## src/rtl/assert_macros.svh

```systemverilog
// ----------------------------------------------------------------------------
// assert_macros.svh
// concurrent assertion shorthands, sampled on clk, off while rst_n is low
// ----------------------------------------------------------------------------
`ifndef ASSERT_MACROS_SVH
`define ASSERT_MACROS_SVH

// antecedent true implies consequent true in the same cycle
`define ASSERT_IMPL(label, ante, cons) \
  label: assert property (@(posedge clk) disable iff (!rst_n) (ante) |-> (cons)) \
    else $error("implication check failed");

// expression must never be true
`define ASSERT_NEVER(label, expr) \
  label: assert property (@(posedge clk) disable iff (!rst_n) !(expr)) \
    else $error("forbidden condition seen");

`endif

```

## src/rtl/ptw4_pkg.sv

```systemverilog
// ----------------------------------------------------------------------------
// ptw4_pkg
// shared types, constants and helpers of the four-level page table walker
// ----------------------------------------------------------------------------
package ptw4_pkg;

  // table store geometry
  localparam int STORE_WORDS = 4096;
  localparam int ADDR_W      = $clog2(STORE_WORDS);
  localparam int WORD_W      = 64;

  // payload widths
  localparam int IDX_IN_W = 12;
  localparam int PA_W     = 52;
  localparam int VA_W     = 48;
  localparam int IN_DW    = 176;
  localparam int OUT_DW   = 56;

  // address arithmetic
  localparam int LVL_IDX_W = 9;
  localparam int OFFSET_W  = 12;
  localparam int SUM_W     = PA_W - 3 + 1;
  localparam int MARK_W    = 11;

  localparam logic [MARK_W-1:0] MARK_ALLOCATED = MARK_W'(1);

  // operation codes carried on in_tuser
  localparam logic OP_WRITE     = 1'b0;
  localparam logic OP_TRANSLATE = 1'b1;

  typedef enum logic [1:0] {
    ST_CLEAR,
    ST_IDLE,
    ST_CHECK,
    ST_DONE
  } ptw_state_t;

  typedef struct packed {
    logic       clr_en;
    logic       wr_en;
    logic       start;
    logic       finish;
    logic       fin_found;
    logic       out_load_fin;
    logic       out_load_held;
    logic [1:0] lvl;
  } ptw_cmd_t;

  typedef struct packed {
    logic clr_last;
    logic range_ok;
    logic mark_ok;
    logic out_free;
  } ptw_status_t;

  // index of the next lower level, lvl = levels still to read after this one
  function automatic logic [LVL_IDX_W-1:0] next_index(input logic [VA_W-1:0] va,
                                                      input logic [1:0] lvl);
    logic [LVL_IDX_W-1:0] idx;
    unique case (lvl)
      2'd3:    idx = va[38:30];
      2'd2:    idx = va[29:21];
      2'd1:    idx = va[20:12];
      default: idx = va[47:39];
    endcase
    return idx;
  endfunction

endpackage

```

## src/rtl/ptw4_ctrl.sv

```systemverilog
// ----------------------------------------------------------------------------
// ptw4_ctrl
// sequencer: store clearing, write acceptance and the four-level walk
// ----------------------------------------------------------------------------
module ptw4_ctrl (
  input  logic                  clk,
  input  logic                  rst_n,
  input  logic                  in_tvalid,
  output logic                  in_tready,
  input  logic                  in_tuser,
  input  ptw4_pkg::ptw_status_t status,
  output ptw4_pkg::ptw_cmd_t    cmd
);

  import ptw4_pkg::*;

  ptw_state_t state_r, state_nxt;
  logic [1:0] lvl_r, lvl_nxt;

  logic acc_wr, acc_tr, finish_c, found_c;

  // decode of the current cycle
  always_comb begin
    acc_wr   = 1'b0;
    acc_tr   = 1'b0;
    finish_c = 1'b0;
    found_c  = 1'b0;
    unique case (state_r)
      ST_IDLE: begin
        acc_wr   = in_tvalid && (in_tuser == OP_WRITE);
        acc_tr   = in_tvalid && (in_tuser == OP_TRANSLATE);
        finish_c = acc_tr && !status.range_ok;
      end
      ST_CHECK: begin
        priority if (!status.mark_ok) begin
          finish_c = 1'b1;
        end else if (lvl_r == 2'd0) begin
          finish_c = 1'b1;
          found_c  = 1'b1;
        end else if (!status.range_ok) begin
          finish_c = 1'b1;
        end else begin
          finish_c = 1'b0;
        end
      end
      default: ;
    endcase
  end

  // next state
  always_comb begin
    state_nxt = state_r;
    lvl_nxt   = lvl_r;
    unique case (state_r)
      ST_CLEAR: begin
        if (status.clr_last) state_nxt = ST_IDLE;
      end
      ST_IDLE: begin
        if (finish_c) begin
          state_nxt = status.out_free ? ST_IDLE : ST_DONE;
        end else if (acc_tr) begin
          state_nxt = ST_CHECK;
          lvl_nxt   = 2'd3;
        end
      end
      ST_CHECK: begin
        if (finish_c) begin
          state_nxt = status.out_free ? ST_IDLE : ST_DONE;
        end else begin
          lvl_nxt = lvl_r - 2'd1;
        end
      end
      ST_DONE: begin
        if (status.out_free) state_nxt = ST_IDLE;
      end
      default: state_nxt = ST_CLEAR;
    endcase
  end

  // outputs
  always_comb begin
    in_tready         = (state_r == ST_IDLE);
    cmd               = '0;
    cmd.clr_en        = (state_r == ST_CLEAR);
    cmd.wr_en         = acc_wr;
    cmd.start         = acc_tr;
    cmd.finish        = finish_c;
    cmd.fin_found     = found_c;
    cmd.out_load_fin  = finish_c && status.out_free;
    cmd.out_load_held = (state_r == ST_DONE) && status.out_free;
    cmd.lvl           = lvl_r;
  end

  always_ff @(posedge clk) begin
    if (!rst_n) begin
      state_r <= ST_CLEAR;
      lvl_r   <= 2'd0;
    end else begin
      state_r <= state_nxt;
      lvl_r   <= lvl_nxt;
    end
  end

endmodule

```

## config.mk

```make
export PLATFORM = sky130hd
export DESIGN_NAME = ptw4_ctrl
export DESIGN_NICKNAME = d
export VERILOG_FILES = /design/src/rtl/assert_macros.svh /design/src/rtl/ptw4_pkg.sv /design/src/rtl/ptw4_ctrl.sv
export SDC_FILE = /design/constraint.sdc
export NUM_CORES = 1
export LEC_CHECK = 0
export BUFFER_PORTS_ARGS = -buffer_cell sky130_fd_sc_hd__buf_2
export CORE_AREA = 2 2 39 41
export DETAILED_ROUTE_END_ITERATION = 16
export DIE_AREA = 0 0 41 43
export GPL_TIMING_DRIVEN = 0
export PLACE_DENSITY = 0.64
export REMOVE_ABC_BUFFERS = 1
export SYNTH_ARGS = -nofsm -noshare
export SYNTH_HDL_FRONTEND = slang
export SYNTH_SLANG_ARGS = --single-unit
```

## constraint.sdc

```tcl
create_clock -name clk -period 2 [get_ports clk]
set_input_delay 0.1 -clock clk [delete_from_list [all_inputs] [get_ports clk]]
set_output_delay 0.1 -clock clk [all_outputs]
set_load 0.03 [all_outputs]
```

==> impl_metrics.toml <==
[worst_setup_path]
path_buf_inv = 2
crit_family = "flip-flops"
cp.arrival_ps = 1780
path_max_fanout = 9
endpoint_kind = "output pin"
worst-endpoint-required_ps = 1900
path_cells = "inv_1 > ha_1 > and2_1 > a22o_2 > and2_1 > buf_2"
startpoint_type = "flop"
crit_slowest_cell = "dfxtp_1"
path_class = "flop to output pin"
cp_slowest_stage_delay_ps = 370
worst_path_most_repeated_cell = "and2_1"

[clock_network]
cts_max_path_buffers = 2
hold_buffers = 0
clk_pin_slew_ps = 40
cts_buffers = 3
clockRootBuffer = "clkbuf_4"
cts_tree = "done"
cts.sinks = 4
cts-htree-levels = 1
clock_latency_ps = 230

[routing]
drc_errors = 0
drt_iter0_drc = 6
routedWlPerCell_um = 9.87
finalWirelength_um = 829
vias = 396
vias_per_cell = 4.71
detail-route-antenna-nets = 0
dr.pass1.iters = 4

[die]
die_w_um = 41
fp.dieH_um = 43
die-area_um2 = 1760
initial_core_util_pct = 29.2
core_area_um2 = 1380
ioPinCount = 18
rows = 14

[power_and_ir_drop]
p_clk_share_pct = 17.9
power_density_nw_per_um2 = 1030
p_int_mw = 0.300
seq_power_share_pct = 21.6
p_sw_mw = 0.241
p_sw_share_pct = 44.6
leakagePower_nw = 0.269
peakVddDrop_mv = 0.472
combPwrFrac_pct = 60.5

[place]
dpl.hpwl_um = 632
dp.cells = 80
port_buffers = 17
gp_congestion = 0.679

[grt]
first_global_vias = 337
grt_overflow = 0
grt_max_degree = 10
grt_pass1_wl_um = 1370
antenna_found_initial = 0
gr-usage-all-layers_pct = 11.2

[synth]
postSynth.asyncResetShare_pct = 0
synthFlopType = "dfxtp_1"
yosys_warnings = 0
synth_edf_count = 0
synth.most_common_cell = "inv_1"
synth_top_cell_area_share_pct = 19.8
ys_top_cells_by_count = "7 x inv_1, 5 x ha_1, 5 x nand2_1"
synthMuxAreaShare_pct = 4.95
postSynthCellCount = 51
yosysUniqueCellTypes = 24
ys_top_cells_by_area = "dfxtp_1 20%, ha_1 15%, buf_4 7.4%"
yosysSeqAreaShare_pct = 19.8
synth_simple_gate_area_share_pct = 30.0
synth-xor-area-share_pct = 0
synth_adder_area_share_pct = 15.5
yosysTopAreaCell = "dfxtp_1"
ys_ff_latch = 4
syn_area_um2 = 404
syn_area_per_cell_um2 = 7.92
synth_top_family_by_area = "simple AND/OR/NAND/NOR gates"
synth_compound_gate_area_share_pct = 15.8

[timing]
worst_pin_slew_ps = 334
rsz0062_at_grt = "no"
hold_violations = 0
setup_viol = 0
fin_skew_ps = 0.113
tns_ps = 0
fin_crit_sh_pct = 94.0
drv_slew = 0
fmax_mhz = 532
relSlewSlack_pct = 77.8
fin_crit_ps = 1880

[final_layout]
ff_latch_area_um2 = 80.1
multi_input_area_um2 = 283
drive_above_1_share_pct = 39.7
fin_cells = 84
area_growth_syn_to_layout_pct = 29.7
antenna_cells = 0
nets = 83
nFillCells = 146

[min_path]
hp-class = "input pin to flop"

[status]
status = "completed"

[job]
maxCapViolCount = 0
==> sequential cells by signal (all words and copies together) (netlist names) <==
register  count
lvl_r         2
state_r       2
==> power groups by stage <==
stage	clock, mW	sequential (mW)	combinational, mW
2_1_floorplan	0	0.130	0.217
3_3_place_gp	0	0.117	0.294
3_5_place_dp	0	0.118	0.294
4_1_cts	0.103	0.117	0.296
5_1_grt	0.110	0.121	0.365
6_report	0.0969	0.117	0.327
==> worst paths after layout <==
kind         startpoint          to  cells after the start  slack [ps]
max          state_r[0]      cmd[3]                      6         120
min reg2reg  state_r[1]  state_r[1]                      2         500
max reg2reg  state_r[0]    lvl_r[1]                      7         160
min               rst_n    lvl_r[1]                      3         170
==> worst min-delay path: stages <==
cell      delay (ps)
buf_2            130
inv_1             80
a311oi_1          50
==> cell families after synthesis <==
logic type                 Yosys count
adders and majority gates            5
and+or+nand+nor                     21
AOI/OAI and AO/OA                    8
muxes                                2
DFF                                  4
buffers and inverters               11
==> layer usage <==
layer	track usage, %	wire (um)	share of wire [%]	up-vias
met4	4.00	0	0	0
li1	-	-	-	208
met3	4.71	54	6.5	0
met1	15.1	399	48	176
met2	15.6	376	45	12
met5	0	0	0	-
==> placed cells by master, fill, tap and decap left out <==
master	netlist	layout
a311oi_1	1	1
and2_1	3	3
a211oi_1	1	1
nor3_1	1	1
buf_4	4	1
mux2i_1	2	2
nand2b_1	2	2
a21oi_1	1	1
dfxtp_1	4	4
nor2b_1	1	1
buf_2	0	17
a222oi_1	1	1
and4b_4	1	1
nor2_1	3	3
o21ai_0	1	1
and3_1	1	1
a22o_2	1	1
ha_2	0	1
nand2_1	5	5
ha_1	5	3
nand2b_2	1	1
ha_4	0	1
nand3b_1	1	1
and3_2	1	1
inv_1	7	7
clkbuf_4	0	3
o221ai_1	2	2
nand3_1	1	1
==> area by class of cell <==
cell class	count	share of cell area [%]
clock buffers	3	4.30
inverters	7	5.01
flip-flops and latches	4	15.3
well taps	16	3.82
repair buffers	18	17.7
multi-input cells	36	53.9
==> metrics by stage <==
| stage | util, % | area (um2) | worst slack (ps) | hold WS, ps | total power, mW |
|---|---|---|---|---|---|
| 6_report | 37.9 | 524 | 119 | 174 | 0.541 |
| 5_1_grt | 37.9 | 524 | 7.06 | 189 | 0.595 |
| 4_1_cts | 36.3 | 502 | 47.2 | 168 | 0.515 |
| 3_5_place_dp | 34.6 | 479 | 73.5 | 420 | 0.412 |
| 3_3_place_gp | 34.6 | 479 | 112 | 402 | 0.411 |
| 2_1_floorplan | - | 374 | 76.7 | 236 | 0.347 |
==> repair_timing <==
item	in CTS	in global routing
endpoints found under the setup margin	0	4
buffers inserted	0	1
resized for setup	0	2
Power figures use the tool's default switching activity.
